$ cat src/rtl/assert_macros.svh
// ----------------------------------------------------------------------------
// Assertion macros
// Concurrent property checks on the rising clock edge, off while in reset.
// ----------------------------------------------------------------------------
`ifndef ASSERT_MACROS_SVH
`define ASSERT_MACROS_SVH

`ifndef SYNTHESIS

`define RHFR_ASSERT(lbl, clk, rst_n, prop) \
    lbl: assert property (@(posedge clk) disable iff (!(rst_n)) (prop)) \
        else $error("rhfr assertion failed");

`define RHFR_NEVER(lbl, clk, rst_n, expr) \
    lbl: assert property (@(posedge clk) disable iff (!(rst_n)) !(expr)) \
        else $error("rhfr forbidden condition seen");

`else

`define RHFR_ASSERT(lbl, clk, rst_n, prop)

`define RHFR_NEVER(lbl, clk, rst_n, expr)

`endif

`endif

$ cat src/rtl/rhfr_pkg.sv
// ----------------------------------------------------------------------------
// rhfr_pkg
// Shared constants, result type and character helpers of the RTSP header
// frame responder.
// ----------------------------------------------------------------------------
`default_nettype none

package rhfr_pkg;

    localparam int CSEQ_CHARS  = 32;
    localparam int CNT_W       = $clog2(CSEQ_CHARS + 2);
    localparam int DATA_W      = 8;
    localparam int CFG_W       = 24;
    localparam int BODY_W      = 24;
    localparam int ACC_W       = 25;
    localparam int POS_W       = 4;
    localparam int LEN_OUT_W   = 6;
    localparam int CHARS_OUT_W = 256;
    localparam int TOTAL_W     = 64;
    localparam int TDATA_W     = 328;
    localparam int TUSER_W     = 1;

    localparam logic [ACC_W-1:0] LEN_SAT      = ACC_W'(25'h100_0000);
    localparam logic [CFG_W-1:0] MAX_BODY_RST = CFG_W'(24'h10_0000);

    localparam logic [POS_W-1:0] KEY_CSEQ_LEN = POS_W'(4);
    localparam logic [POS_W-1:0] KEY_CLEN_LEN = POS_W'(14);
    localparam logic [POS_W-1:0] POS_MAX      = POS_W'(15);

    localparam logic [DATA_W-1:0] CH_CR    = 8'h0D;
    localparam logic [DATA_W-1:0] CH_LF    = 8'h0A;
    localparam logic [DATA_W-1:0] CH_COLON = 8'h3A;
    localparam logic [DATA_W-1:0] CH_SPACE = 8'h20;
    localparam logic [DATA_W-1:0] CH_TAB   = 8'h09;
    localparam logic [DATA_W-1:0] CH_0     = 8'h30;
    localparam logic [DATA_W-1:0] CH_9     = 8'h39;
    localparam logic [DATA_W-1:0] CH_UP_A  = 8'h41;
    localparam logic [DATA_W-1:0] CH_UP_Z  = 8'h5A;

    typedef struct packed {
        logic                   status;
        logic [LEN_OUT_W-1:0]   cseq_length;
        logic                   cseq_truncated;
        logic [CHARS_OUT_W-1:0] cseq_chars;
        logic [TOTAL_W-1:0]     answered_total;
    } t_result;

    function automatic logic is_ws(input logic [DATA_W-1:0] b);
        return (b == CH_SPACE) || ((b >= CH_TAB) && (b <= CH_CR));
    endfunction

    function automatic logic [DATA_W-1:0] to_lower(input logic [DATA_W-1:0] b);
        return ((b >= CH_UP_A) && (b <= CH_UP_Z)) ? (b | 8'h20) : b;
    endfunction

    function automatic logic [DATA_W-1:0] key_cseq_char(input logic [POS_W-1:0] p);
        logic [DATA_W-1:0] c;
        case (p)
            4'd0:    c = "c";
            4'd1:    c = "s";
            4'd2:    c = "e";
            4'd3:    c = "q";
            default: c = 8'h00;
        endcase
        return c;
    endfunction

    function automatic logic [DATA_W-1:0] key_clen_char(input logic [POS_W-1:0] p);
        logic [DATA_W-1:0] c;
        case (p)
            4'd0:    c = "c";
            4'd1:    c = "o";
            4'd2:    c = "n";
            4'd3:    c = "t";
            4'd4:    c = "e";
            4'd5:    c = "n";
            4'd6:    c = "t";
            4'd7:    c = "-";
            4'd8:    c = "l";
            4'd9:    c = "e";
            4'd10:   c = "n";
            4'd11:   c = "g";
            4'd12:   c = "t";
            4'd13:   c = "h";
            default: c = 8'h00;
        endcase
        return c;
    endfunction

endpackage

`default_nettype wire

$ cat src/rtl/rhfr_core.sv
// ----------------------------------------------------------------------------
// rhfr_core
// Per-byte header parser: line split, key match, CSeq capture, content
// length, body skip and answer or error generation.
// ----------------------------------------------------------------------------
`default_nettype none

`include "assert_macros.svh"

module rhfr_core
    import rhfr_pkg::*;
(
    input  wire logic              i_clk,
    input  wire logic              i_rst_n,
    input  wire logic              i_step,
    input  wire logic [DATA_W-1:0] i_byte,
    input  wire logic [CFG_W-1:0]  i_max_body,
    output logic                   o_res_valid,
    output t_result                o_res
);

    typedef enum logic [1:0] {
        PH_HEADER,
        PH_BODY,
        PH_STOPPED
    } t_phase;

    typedef enum logic [1:0] {
        LP_KEY,
        LP_CSEQ,
        LP_LENGTH,
        LP_SKIP
    } t_part;

    localparam logic [1:0] TM_NONE    = 2'd0;
    localparam logic [1:0] TM_CR      = 2'd1;
    localparam logic [1:0] TM_CRLF    = 2'd2;
    localparam logic [1:0] TM_CRLFCR  = 2'd3;

    localparam logic [CNT_W-1:0] CNT_CHARS = CNT_W'(CSEQ_CHARS);

    t_phase              r_phase, n_phase;
    logic [1:0]          r_tm, n_tm;
    logic                r_pending_cr, n_pending_cr;
    t_part               r_part, n_part;
    logic                r_cand_cseq, n_cand_cseq;
    logic                r_cand_clen, n_cand_clen;
    logic                r_key_started, n_key_started;
    logic                r_trailing, n_trailing;
    logic [POS_W-1:0]    r_pos, n_pos;
    logic [ACC_W-1:0]    r_acc, n_acc;
    logic                r_len_started, n_len_started;
    logic                r_len_ended, n_len_ended;
    logic                r_msg_error, n_msg_error;
    logic [BODY_W-1:0]   r_body, n_body;
    logic [CNT_W-1:0]    r_kept, n_kept;
    logic                r_trunc, n_trunc;
    logic [CNT_W-1:0]    r_raw, n_raw;
    logic [CNT_W-1:0]    r_last_ns, n_last_ns;
    logic [TOTAL_W-1:0]  r_answered, n_answered;
    logic [DATA_W-1:0]   r_store [CSEQ_CHARS];

    logic                store_we;
    logic                is_cr, is_lf, ws, digit, do_answer, do_error;
    logic [DATA_W-1:0]   lc;
    logic [DATA_W-1:0]   dval;
    logic [ACC_W+3:0]    acc_next;

    assign is_cr    = (i_byte == CH_CR);
    assign is_lf    = (i_byte == CH_LF);
    assign ws       = is_ws(i_byte);
    assign digit    = (i_byte >= CH_0) && (i_byte <= CH_9);
    assign lc       = to_lower(i_byte);
    assign dval     = i_byte - CH_0;
    assign acc_next = ({4'b0, r_acc} << 3) + ({4'b0, r_acc} << 1)
                    + (ACC_W+4)'(dval[3:0]);

    always_comb begin
        n_phase       = r_phase;
        n_tm          = r_tm;
        n_pending_cr  = r_pending_cr;
        n_part        = r_part;
        n_cand_cseq   = r_cand_cseq;
        n_cand_clen   = r_cand_clen;
        n_key_started = r_key_started;
        n_trailing    = r_trailing;
        n_pos         = r_pos;
        n_acc         = r_acc;
        n_len_started = r_len_started;
        n_len_ended   = r_len_ended;
        n_msg_error   = r_msg_error;
        n_body        = r_body;
        n_kept        = r_kept;
        n_trunc       = r_trunc;
        n_raw         = r_raw;
        n_last_ns     = r_last_ns;
        n_answered    = r_answered;
        store_we      = 1'b0;
        do_answer     = 1'b0;
        do_error      = 1'b0;
        o_res_valid   = 1'b0;
        o_res         = '0;

        if (i_step) begin
            case (r_phase)
                PH_BODY: begin
                    n_body = (r_body != '0) ? (r_body - BODY_W'(1)) : '0;
                    do_answer = (r_body <= BODY_W'(1));
                end
                PH_HEADER: begin
                    if (is_cr) begin
                        n_tm = (r_tm == TM_CRLF) ? TM_CRLFCR : TM_CR;
                    end else if (is_lf) begin
                        n_tm = (r_tm == TM_CR) ? TM_CRLF : TM_NONE;
                    end else begin
                        n_tm = TM_NONE;
                    end
                    n_pending_cr = is_cr;

                    if (r_pending_cr && is_lf) begin
                        case (r_part)
                            LP_CSEQ: begin
                                n_kept  = (r_last_ns > CNT_CHARS) ? CNT_CHARS : r_last_ns;
                                n_trunc = (r_last_ns > CNT_CHARS);
                            end
                            LP_LENGTH: begin
                                if (!r_len_started || (r_acc > {1'b0, i_max_body})) begin
                                    n_msg_error = 1'b1;
                                end else begin
                                    n_body = r_acc[BODY_W-1:0];
                                end
                            end
                            default: ;
                        endcase
                        n_part        = LP_KEY;
                        n_cand_cseq   = 1'b1;
                        n_cand_clen   = 1'b1;
                        n_key_started = 1'b0;
                        n_trailing    = 1'b0;
                        n_pos         = '0;
                        n_acc         = '0;
                        n_len_started = 1'b0;
                        n_len_ended   = 1'b0;
                        n_raw         = '0;
                        n_last_ns     = '0;
                    end else begin
                        case (r_part)
                            LP_KEY: begin
                                if (i_byte == CH_COLON) begin
                                    if (r_key_started && r_cand_cseq
                                        && (r_pos == KEY_CSEQ_LEN)) begin
                                        n_part = LP_CSEQ;
                                    end else if (r_key_started && r_cand_clen
                                        && (r_pos == KEY_CLEN_LEN)) begin
                                        n_part = LP_LENGTH;
                                    end else begin
                                        n_part = LP_SKIP;
                                    end
                                end else if (ws) begin
                                    if (r_key_started) begin
                                        n_trailing = 1'b1;
                                    end
                                end else begin
                                    n_key_started = 1'b1;
                                    if (r_trailing) begin
                                        n_cand_cseq = 1'b0;
                                        n_cand_clen = 1'b0;
                                    end else begin
                                        if ((r_pos >= KEY_CSEQ_LEN) || (key_cseq_char(r_pos) != lc)) begin
                                            n_cand_cseq = 1'b0;
                                        end
                                        if ((r_pos >= KEY_CLEN_LEN) || (key_clen_char(r_pos) != lc)) begin
                                            n_cand_clen = 1'b0;
                                        end
                                        if (r_pos < POS_MAX) begin
                                            n_pos = r_pos + POS_W'(1);
                                        end
                                    end
                                end
                            end
                            LP_CSEQ: begin
                                if (!(ws && (r_raw == '0))) begin
                                    store_we = (r_raw < CNT_CHARS);
                                    if (r_raw <= CNT_CHARS) begin
                                        n_raw = r_raw + CNT_W'(1);
                                    end
                                    if (!ws) begin
                                        n_last_ns = n_raw;
                                    end
                                end
                            end
                            LP_LENGTH: begin
                                if (!r_len_started) begin
                                    if (!ws) begin
                                        n_len_started = 1'b1;
                                        if (digit) begin
                                            n_acc = ACC_W'(dval[3:0]);
                                        end else begin
                                            n_len_ended = 1'b1;
                                            n_msg_error = 1'b1;
                                        end
                                    end
                                end else if (!r_len_ended) begin
                                    if (digit) begin
                                        n_acc = (acc_next > (ACC_W+4)'(LEN_SAT))
                                              ? LEN_SAT : acc_next[ACC_W-1:0];
                                    end else begin
                                        n_len_ended = 1'b1;
                                    end
                                end
                            end
                            default: ;
                        endcase
                    end

                    if (is_lf && (r_tm == TM_CRLFCR)) begin
                        n_tm = TM_NONE;
                        if (r_msg_error) begin
                            do_error = 1'b1;
                        end else if (r_body == '0) begin
                            do_answer = 1'b1;
                        end else begin
                            n_phase = PH_BODY;
                        end
                    end
                end
                default: ;
            endcase
        end

        if (do_error) begin
            o_res_valid          = 1'b1;
            o_res.status         = 1'b1;
            o_res.answered_total = r_answered;
            n_phase              = PH_STOPPED;
        end

        if (do_answer) begin
            n_answered           = r_answered + TOTAL_W'(1);
            o_res_valid          = 1'b1;
            o_res.status         = 1'b0;
            o_res.cseq_length    = LEN_OUT_W'(r_kept);
            o_res.cseq_truncated = r_trunc;
            o_res.answered_total = n_answered;
            for (int i = 0; i < CSEQ_CHARS; i++) begin
                if (CNT_W'(i) < r_kept) begin
                    o_res.cseq_chars[8*i +: 8] = r_store[i];
                end
            end
            n_phase       = PH_HEADER;
            n_tm          = TM_NONE;
            n_pending_cr  = 1'b0;
            n_body        = '0;
            n_msg_error   = 1'b0;
            n_kept        = '0;
            n_trunc       = 1'b0;
            n_part        = LP_KEY;
            n_cand_cseq   = 1'b1;
            n_cand_clen   = 1'b1;
            n_key_started = 1'b0;
            n_trailing    = 1'b0;
            n_pos         = '0;
            n_acc         = '0;
            n_len_started = 1'b0;
            n_len_ended   = 1'b0;
            n_raw         = '0;
            n_last_ns     = '0;
        end
    end

    always_ff @(posedge i_clk) begin
        if (!i_rst_n) begin
            r_phase       <= PH_HEADER;
            r_tm          <= TM_NONE;
            r_pending_cr  <= 1'b0;
            r_part        <= LP_KEY;
            r_cand_cseq   <= 1'b1;
            r_cand_clen   <= 1'b1;
            r_key_started <= 1'b0;
            r_trailing    <= 1'b0;
            r_pos         <= '0;
            r_acc         <= '0;
            r_len_started <= 1'b0;
            r_len_ended   <= 1'b0;
            r_msg_error   <= 1'b0;
            r_body        <= '0;
            r_kept        <= '0;
            r_trunc       <= 1'b0;
            r_raw         <= '0;
            r_last_ns     <= '0;
            r_answered    <= '0;
        end else begin
            r_phase       <= n_phase;
            r_tm          <= n_tm;
            r_pending_cr  <= n_pending_cr;
            r_part        <= n_part;
            r_cand_cseq   <= n_cand_cseq;
            r_cand_clen   <= n_cand_clen;
            r_key_started <= n_key_started;
            r_trailing    <= n_trailing;
            r_pos         <= n_pos;
            r_acc         <= n_acc;
            r_len_started <= n_len_started;
            r_len_ended   <= n_len_ended;
            r_msg_error   <= n_msg_error;
            r_body        <= n_body;
            r_kept        <= n_kept;
            r_trunc       <= n_trunc;
            r_raw         <= n_raw;
            r_last_ns     <= n_last_ns;
            r_answered    <= n_answered;
        end
    end

    always_ff @(posedge i_clk) begin
        for (int i = 0; i < CSEQ_CHARS; i++) begin
            if (store_we && (r_raw == CNT_W'(i))) begin
                r_store[i] <= i_byte;
            end
        end
    end

    `RHFR_ASSERT(a_stop_sticky, i_clk, i_rst_n, (r_phase == PH_STOPPED) |=> (r_phase == PH_STOPPED))
    `RHFR_ASSERT(a_err_stops, i_clk, i_rst_n, (o_res_valid && o_res.status) |=> (r_phase == PH_STOPPED))
    `RHFR_ASSERT(a_body_nonzero, i_clk, i_rst_n, (r_phase == PH_BODY) |-> (r_body != '0))
    `RHFR_ASSERT(a_cr_tracks_tm, i_clk, i_rst_n, r_pending_cr |-> ((r_tm == TM_CR) || (r_tm == TM_CRLFCR)))
    `RHFR_NEVER(a_kept_range, i_clk, i_rst_n, r_kept > CNT_CHARS)

endmodule

`default_nettype wire

$ cat src/rtl/rtsp_header_frame_responder.sv
// ----------------------------------------------------------------------------
// rtsp_header_frame_responder
// RTSP header parser on a byte stream: echoes the last CSeq, skips the body
// given by Content-Length and counts answered messages.
// ----------------------------------------------------------------------------
// A taken byte goes into the input register, steps the parser, and its result is registered onto m_axis.
// Throughput: one byte per cycle; a result held on m_axis holds the parser,
// and the input stalls once the input register is full.
// Reset (i_rst_n low, synchronous) clears control state and counters and sets
// max_body to 1 MiB. The CSeq character store has no reset.
// ----------------------------------------------------------------------------
`default_nettype none

module rtsp_header_frame_responder
    import rhfr_pkg::*;
(
    input  wire logic               i_clk,
    input  wire logic               i_rst_n,
    input  wire logic               s_axis_tvalid,
    output logic                    s_axis_tready,
    input  wire logic [DATA_W-1:0]  s_axis_tdata,   // [7:0] data_byte
    output logic                    m_axis_tvalid,
    input  wire logic               m_axis_tready,
    output logic [TDATA_W-1:0]      m_axis_tdata,   // cseq_length, cseq_truncated,
                                                    // cseq_chars_0..3, answered_total, pad
    output logic [TUSER_W-1:0]      m_axis_tuser,   // [0] status
    input  wire logic               i_cfg_valid,
    output logic                    o_cfg_ready,
    input  wire logic [CFG_W-1:0]   i_cfg_data      // max_body
);

    logic               r_in_valid;
    logic [DATA_W-1:0]  r_in_byte;
    logic               r_out_valid;
    t_result            r_out;
    logic [CFG_W-1:0]   r_max_body;

    logic               adv;
    logic               res_valid;
    t_result            res;

    assign adv           = r_in_valid && (!r_out_valid || m_axis_tready);
    assign s_axis_tready = !r_in_valid || adv;
    assign o_cfg_ready   = 1'b1;

    rhfr_core u_core (
        .i_clk       (i_clk),
        .i_rst_n     (i_rst_n),
        .i_step      (adv),
        .i_byte      (r_in_byte),
        .i_max_body  (r_max_body),
        .o_res_valid (res_valid),
        .o_res       (res)
    );

    always_ff @(posedge i_clk) begin
        if (!i_rst_n) begin
            r_in_valid  <= 1'b0;
            r_out_valid <= 1'b0;
            r_max_body  <= MAX_BODY_RST;
        end else begin
            if (s_axis_tvalid && s_axis_tready) begin
                r_in_valid <= 1'b1;
            end else if (adv) begin
                r_in_valid <= 1'b0;
            end
            if (adv && res_valid) begin
                r_out_valid <= 1'b1;
            end else if (m_axis_tready) begin
                r_out_valid <= 1'b0;
            end
            if (i_cfg_valid && o_cfg_ready) begin
                r_max_body <= i_cfg_data;
            end
        end
    end

    always_ff @(posedge i_clk) begin
        if (s_axis_tvalid && s_axis_tready) begin
            r_in_byte <= s_axis_tdata;
        end
        if (adv && res_valid) begin
            r_out <= res;
        end
    end

    assign m_axis_tvalid = r_out_valid;
    assign m_axis_tuser  = r_out.status;
    assign m_axis_tdata  = {1'b0, r_out.answered_total, r_out.cseq_chars,
                            r_out.cseq_truncated, r_out.cseq_length};

endmodule

`default_nettype wire
$ cat config.mk
export PLATFORM = sky130hd
export DESIGN_NAME = rtsp_header_frame_responder
export DESIGN_NICKNAME = d
export VERILOG_FILES = /design/src/rtl/rhfr_pkg.sv /design/src/rtl/rhfr_core.sv /design/src/rtl/rtsp_header_frame_responder.sv
export VERILOG_INCLUDE_DIRS = /design/src /design/src/rtl
export SDC_FILE = /design/constraint.sdc
export NUM_CORES = 1
export LEC_CHECK = 0
export ABC_CLOCK_PERIOD_IN_PS = 30300
export BUFFER_PORTS_ARGS = -buffer_cell sky130_fd_sc_hd__clkbuf_2
export CORE_UTILIZATION = 63
export CTS_CLUSTER_DIAMETER = 150
export DETAILED_ROUTE_END_ITERATION = 8
export GPL_TIMING_DRIVEN = 0
export HOLD_SLACK_MARGIN = 0.05
export PLACE_DENSITY = 0.9
export SETUP_SLACK_MARGIN = 0.1
export SLEW_MARGIN = 20
export SYNTH_ARGS = -nofsm -noshare
export SYNTH_HDL_FRONTEND = slang
export SYNTH_SLANG_ARGS = --single-unit
$ cat constraint.sdc
create_clock -name i_clk -period 30.3 [get_ports i_clk]
set_clock_uncertainty 0.2 [all_clocks]
set_input_delay 1.515 -clock i_clk [delete_from_list [all_inputs] [get_ports i_clk]]
set_output_delay 1.515 -clock i_clk [all_outputs]
set_load 0.05 [all_outputs]
Word level (Yosys, flattened, before mapping). Memories as Yosys holds them, arrays and structs flattened. A register that Yosys moved wholly into a read port is not among the register bits. Cells that the tools add are included.

Flip-flop bits (word level): 256. Bits in writable memories: 256. ROM bits: 112. Bits of input ports: 37. Memories kept: 2.

$add $sub $neg: 7. Order comparisons: 47. Eq/ne operators: 63. Mux-type cells: 278. Bitwise logic cells: 3. Reductions and logical operators: 190.

Memory list: u_core.r_store (words 32, bits a word 8, rd ports 32, clocked after memory_dff 32, wr ports 1, line rhfr_core.sv:61) `logic [DATA_W-1:0] r_store [CSEQ_CHARS];`; (no name shown) (words 16, bits a word 7, rd ports 1, clocked after memory_dff 1, wr ports 0, line rhfr_pkg.sv:70) `case (p)`.

Operators by type and width (number): 2-to-1 mux 8 bit (45); OR reduction 8 bit (31); 2-to-1 mux 25 bit (8); 2-to-1 mux 5 bit (31); 2-to-1 mux 1 bit (152); 2-to-1 mux 64 bit (2); equality test 6 x 5 -> 1 bit (second input constant) (16); less-than comparator 5 x 6 -> 1 bit (first input constant) (16); 2-to-1 mux 24 bit (4); AND reduction 2 bit (33); adder 64 x 1 -> 64 bit (second input constant) (1); 2-to-1 mux 6 bit (10); equality test 6 x 4 -> 1 bit (second input constant) (8); less-than comparator 4 x 6 -> 1 bit (first input constant) (8); case mux 24 bit (2 select lines) (1); logical AND 1 bit (45); logical NOT 1 bit (35); 2-to-1 mux 4 bit (8); 2-to-1 mux 2 bit (15); AND reduction 5 bit (6); adder 28 x 26 -> 29 bit (1); adder 29 x 4 -> 29 bit (1); > comparator 29 x 25 -> 1 bit (second input constant) (1); case mux 7 bit (4 select lines) (1); 53 further kinds (109).

Depth between registers and ports, before layout.
Word-level depth: 44. Gate-level depth with buffers: 16. Mapped depth without buffers: 14.

By module. A second synthesis with hierarchy kept.

Cells, all modules: 2643. Area, all modules: 32990.4 um^2.

Modules (own cells, without submodules): rhfr_core (times used 1, cells an instance 2213, area an instance 21852.2 um^2); rtsp_header_frame_responder (times used 1, cells an instance 430, area an instance 11138.2 um^2).

Worst setup path after synthesis. Ideal clock, no wire load.

Kind: input-to-reg. Start point: input port m_axis_tready. End point: register r_out, in the netlist m_axis_tdata[0], enable pin. Library setup time: 706 ps. Arrival: 10167 ps. Path slack: 19227 ps. Cell stages on the path: 9. Buffers on the path: 4. Cells stage by stage: nor2b_1 > nor3b_1 > o211ai_1 > or4_1 > buf_2 > buf_6 > buf_6 > buf_2 > nand2_1.

Cells in the longest elaborated chain, start to end: 6.

RTL lines: start: declaration (line rtsp_header_frame_responder.sv:23) `input wire logic m_axis_tready,`; logical OR 1 bit * (line rtsp_header_frame_responder.sv:42) `assign adv = r_in_valid && (!r_out_valid || m_axis_tready);`; logical AND 1 bit * (line rtsp_header_frame_responder.sv:42); 2-to-1 mux 1 bit (line rhfr_core.sv:104) `if (i_step) begin`; 2-to-1 mux 1 bit (line rhfr_core.sv:231) `if (do_error) begin`; 2-to-1 mux 1 bit (line rhfr_core.sv:238) `if (do_answer) begin`; logical AND 1 bit * (line rtsp_header_frame_responder.sv:82) `if (adv && res_valid) begin`; end signal: assignment (line rtsp_header_frame_responder.sv:83) `r_out <= res;`; end: declaration (line rtsp_header_frame_responder.sv:35) `t_result r_out;`.

Mark *: on every way between the ends. The rest lies on a longest branch, timed or not. A chain may end at the register's enable or synchronous reset.

Worst setup path in the final report.
Start point: register r_in_byte[3]. End point: register u_core.r_acc[18].

Cells in the longest elaborated chain, start to end: 9.

RTL lines: start: declaration (line rtsp_header_frame_responder.sv:33) `logic [DATA_W-1:0] r_in_byte;`; start signal: assignment (line rtsp_header_frame_responder.sv:80) `r_in_byte <= s_axis_tdata;`; subtractor 4 x 1 -> 4 bit (line rhfr_core.sv:74) `assign dval = i_byte - CH_0;`; adder 29 x 4 -> 29 bit (line rhfr_core.sv:76) `+ (ACC_W+4)'(dval[3:0]);`; > comparator 29 x 25 -> 1 bit (line rhfr_core.sv:205) `n_acc = (acc_next > (ACC_W+4)'(LEN_SAT))`; 2-to-1 mux 25 bit (line rhfr_core.sv:206) `? LEN_SAT : acc_next[ACC_W-1:0];`; 2-to-1 mux 25 bit (line rhfr_core.sv:204) `if (digit) begin`; 2-to-1 mux 25 bit (line rhfr_core.sv:203) `end else if (!r_len_ended) begin`; 2-to-1 mux 25 bit (line rhfr_core.sv:193) `if (!r_len_started) begin`; 2-to-1 mux 25 bit (line rhfr_core.sv:147) `case (r_part)`; 2-to-1 mux 25 bit (line rhfr_core.sv:120) `if (r_pending_cr && is_lf) begin`; end signal: assignment (line rhfr_core.sv:302) `r_acc <= n_acc;`; end: declaration (line rhfr_core.sv:51) `logic [ACC_W-1:0] r_acc, n_acc;`.

Several ways; a longest one is shown, not always the timed one. The select of a mux whose other input is x is not followed.

==> metrics.yaml <==
cts:
  cts_resized: 0
  cts-buffers-inserted: 75
  cts-hold-fix-buffers: 0
  clock_tree.buffer_depth: 3
  cts_tree: "yes"
  post-cts-setup-buffers: 0
  worst_skew_pair.late_latency_ns: 0.63
  tritoncts_num_sinks: 775
  clkSlewWorstSetupHoldPaths_ns: 0.07
  cts-htree-levels: 3
  clk_root_buffer_cell: "sky130_fd_sc_hd__clkbuf_16"
worst_setup_path:
  ff2ff_path_depth: 16
  worstPathCellList: "buf_8 > clkbuf_1 > inv_1 > fa_1 > fa_1 > nand2b_1 > a21oi_1 > o21ai_0 > a21boi_0 > a21oi_1 > xor2_1 > nand4_1 > o31ai_2 > nand4_1 > buf_2 > o21ai_0"
  crit_path_top_delay_cell: "sky130_fd_sc_hd__edfxtp_1"
  crit_buf_inv: 4
  cp.arrival_ns: 6.20
  timing.reg2reg.setup_slack_ns: 24.43
  cp_max_fo: 11
  critical_path.reg2reg.endpoint: "u_core.r_acc[18]$_SDFFE_PP0P_"
  critPathTopFamily: "compound AO/OA/AOI/OAI gates"
  startpoint_of_the_most_critical_register_to_register_path: "r_in_byte[3]$_DFFE_PP_"
  crit_path_required_time_ns: 30.63
  endpoint_kind: "flip-flop"
  criticalPathCategory: "flip-flop to flip-flop"
  startpoint_type: "flip-flop"
  max_stage_delay_ns: 0.74
route:
  viasPerCell: 6.36
  drtIter0Drc: 3054
  routed_wire_length_per_instance_um: 25.0
  postRouteAntennaNets: 0
  drt_first_pass_iters: 9
  remaining_drc_errors: 0
  detailroute.via_count: 24400
  postRouteWirelength_mm: 96.1
floorplan:
  floorplan.core_area_um2: 51400
  die_h_um: 230
  fp.dieArea_um2: 53000
  start_util_pct: 63.8
  row_count: 83
  die_width_um: 230
  io_pins: 369
global_route:
  grt_overflow: 0
  antenna_found_initial: 1
  total_routing_resource_utilization_after_global_routing_pct: 35.5
  first_global_vias: 23300
  grt_max_degree: 58
  grt_pass1_wl_mm: 140
cells_and_area:
  syn_to_final_growth_pct: 16.9
  layout-drive-gt1-share_pct: 18.0
  most-common-layout-cells: "592 x sky130_fd_sc_hd__edfxtp_1, 365 x sky130_fd_sc_hd__clkbuf_2, 262 x sky130_fd_sc_hd__and2_1, 202 x sky130_fd_sc_hd__nand2_1, 183 x sky130_fd_sc_hd__dfxtp_1"
  design.final.nets: 3235
  layout.cells.most_common: "sky130_fd_sc_hd__edfxtp_1"
  postLayoutCoreUtil_pct: 74.6
  post-route-cell-area_um2: 38300
worst_hold_path:
  timing.hold.worst_path_depth: 2
  hp-start: "u_core.r_trunc$_SDFFE_PP0P_"
  hold-path-endpoint: "u_core.r_trunc$_SDFFE_PP0P_"
  timing.hold.worst.class: "flip-flop to flip-flop"
timing:
  tcrit_tclk_final_pct: 19.4
  timing.final.setup_violations: 0
  period_needed_ns: 5.87
  max_clk_rate_mhz: 170
  final-hold-violation-count: 0
  rsz0062_at_grt: "no"
  slew_violations: 0
  finalSetupTns_ns: 0
  tightestPinTransition_ns: 1.08
  max-slew-margin-rel_pct: 27.7
logic_synthesis:
  synth.distinct_cells: 82
  ys_seq_area_share_pct: 65.4
  syn_inst: 2641
  yosysWarnings: 0
  mappedNetlistArea_um2: 32800
  synth-edff-count: 592
  syn_area_per_cell_um2: 12.4
  yosys_most_used_dff: "sky130_fd_sc_hd__edfxtp_1"
  synth.net_count: 2770
  asyncSetResetFlopFracSynth_pct: 0
  postSynthRegisterBits: 775
power:
  power_leakage_nw: 15.4
  max-vdd-ir-drop_v: 0.0000442
  pwr_cell_area_nw_per_um2: 55.6
  fin_total_pwr_w: 0.00213
run_status:
  outcome: "completed"
place:
  port_buffers: 365
  dpl_cell_area_um2: 36000
  hpwlAfterDp_mm: 63.0
  globalplace.congestion: 0.966
run:
  drv_cap: 0
## flip-flops by register name, summed over array words and instances (netlist names), 2 cells and up, named ones only
signal / cells
u_core.r_acc: 25
u_core.r_last_ns: 6
u_core.r_part: 2
u_core.r_pos: 4
u_core.r_tm: 2
u_core.r_answered: 64
m_axis_tdata: 327
u_core.r_store: 256
u_core.r_body: 24
u_core.r_phase: 2
u_core.r_kept: 6
r_in_byte: 8
u_core.r_raw: 6
r_max_body: 24
## logic make-up after synthesis
kind of cell	Yosys count	share of synthesized area (%)
compound gates	440	8.37
other cells	2	0.0229
mux	50	1.56
simple gates	1009	16.3
flops	775	65.4
fa+ha+maj	92	3.56
xor+xnor	97	2.59
buf+inv	176	2.19
## routing by layer
| metal | vias up | track usage (%) | wire, um |
|---|---|---|---|
| met5 | - | 0 | 0 |
| met4 | 0 | 23.0 | 6770 |
| met3 | 438 | 6.27 | 9870 |
| met2 | 1874 | 58.5 | 45500 |
| met1 | 11600 | 43.2 | 34000 |
| li1 | 10500 | - | - |
## per-stage QoR
step	std cells	hold slack, ns	setup slack, ns
floorplan	2641	0.227	19.23
global placement	3686	0.237	16.11
detailed placement	3709	0.265	24.66
CTS	3843	0.284	24.64
global route	3843	0.304	24.25
finish	3845	0.286	24.43
## synth_stat cells (all sizes together) (5+ instances only)
cell type / count / area share [%]
a21oi: 118 / 1.9
ha: 90 / 3.4
clkbuf: 76 / 0.87
a211oi: 22 / 0.50
nor3: 43 / 0.67
edfxtp: 592 / 54
o21ai: 152 / 2.3
nor4: 19 / 0.45
nand4: 40 / 0.76
o31ai: 8 / 0.20
xor2: 38 / 1.0
o21a: 11 / 0.25
mux2i: 42 / 1.3
or2: 10 / 0.19
nor3b: 5 / 0.11
mux2: 8 / 0.27
nand3b: 6 / 0.14
nand2b: 9 / 0.17
dfxtp: 183 / 11
and3: 47 / 0.90
nand2: 206 / 2.4
or3: 28 / 0.53
inv: 71 / 0.81
a22oi: 12 / 0.27
o211ai: 11 / 0.25
and2: 264 / 5.0
buf: 29 / 0.51
nor2b: 67 / 1.3
xnor2: 59 / 1.6
o41ai: 8 / 0.21
or4: 7 / 0.17
nand3: 63 / 0.96
a21o: 25 / 0.57
nor2: 177 / 2.1
and4: 6 / 0.16
a31oi: 13 / 0.25
a21boi: 23 / 0.54
## tightest hold or removal path: stages (launching register included)
cell and delay (ns):
sky130_fd_sc_hd__dfxtp_1 0.31, sky130_fd_sc_hd__nand2_1 0.07, sky130_fd_sc_hd__a21oi_1 0.06
## layout make-up
class / instances / area [um^2]
sequential: 775 / 21400
fill: 2987 / 13100
multi-input combinational: 1690 / 10700
timing repair buffer: 388 / 2300
clock buffer: 97 / 2050
tap: 680 / 851
buffer: 105 / 453
clock inverter: 37 / 320
inverter: 71 / 267
antenna: 2 / 5.00
## report_power, final
group          switching, W  internal (W)  total [W]
Combinational     0.0000311     0.0000183  0.0000494
Clock              0.000421      0.000516   0.000938
Sequential       0.00000674       0.00114    0.00115
Total              0.000459       0.00167    0.00213
## worst max-delay path by stage
stage	start	to	slack, ns	cells past startpoint
2_1_floorplan	m_axis_tready	m_axis_tdata[0]$_SDFFCE_PN0P_	19.23	9
4_1_cts	r_in_byte[3]$_DFFE_PP_	u_core.r_acc[18]$_SDFFE_PP0P_	24.64	16
3_5_place_dp	r_in_byte[3]$_DFFE_PP_	u_core.r_acc[19]$_SDFFE_PP0P_	24.66	16
3_3_place_gp	r_in_byte[2]$_DFFE_PP_	m_axis_tdata[136]$_SDFFCE_PN0P_	16.11	10
5_1_grt	r_in_byte[3]$_DFFE_PP_	u_core.r_acc[16]$_SDFFE_PP0P_	24.25	16
6_report	r_in_byte[3]$_DFFE_PP_	u_core.r_acc[18]$_SDFFE_PP0P_	24.43	16
(Power assumes the default switching activity.)
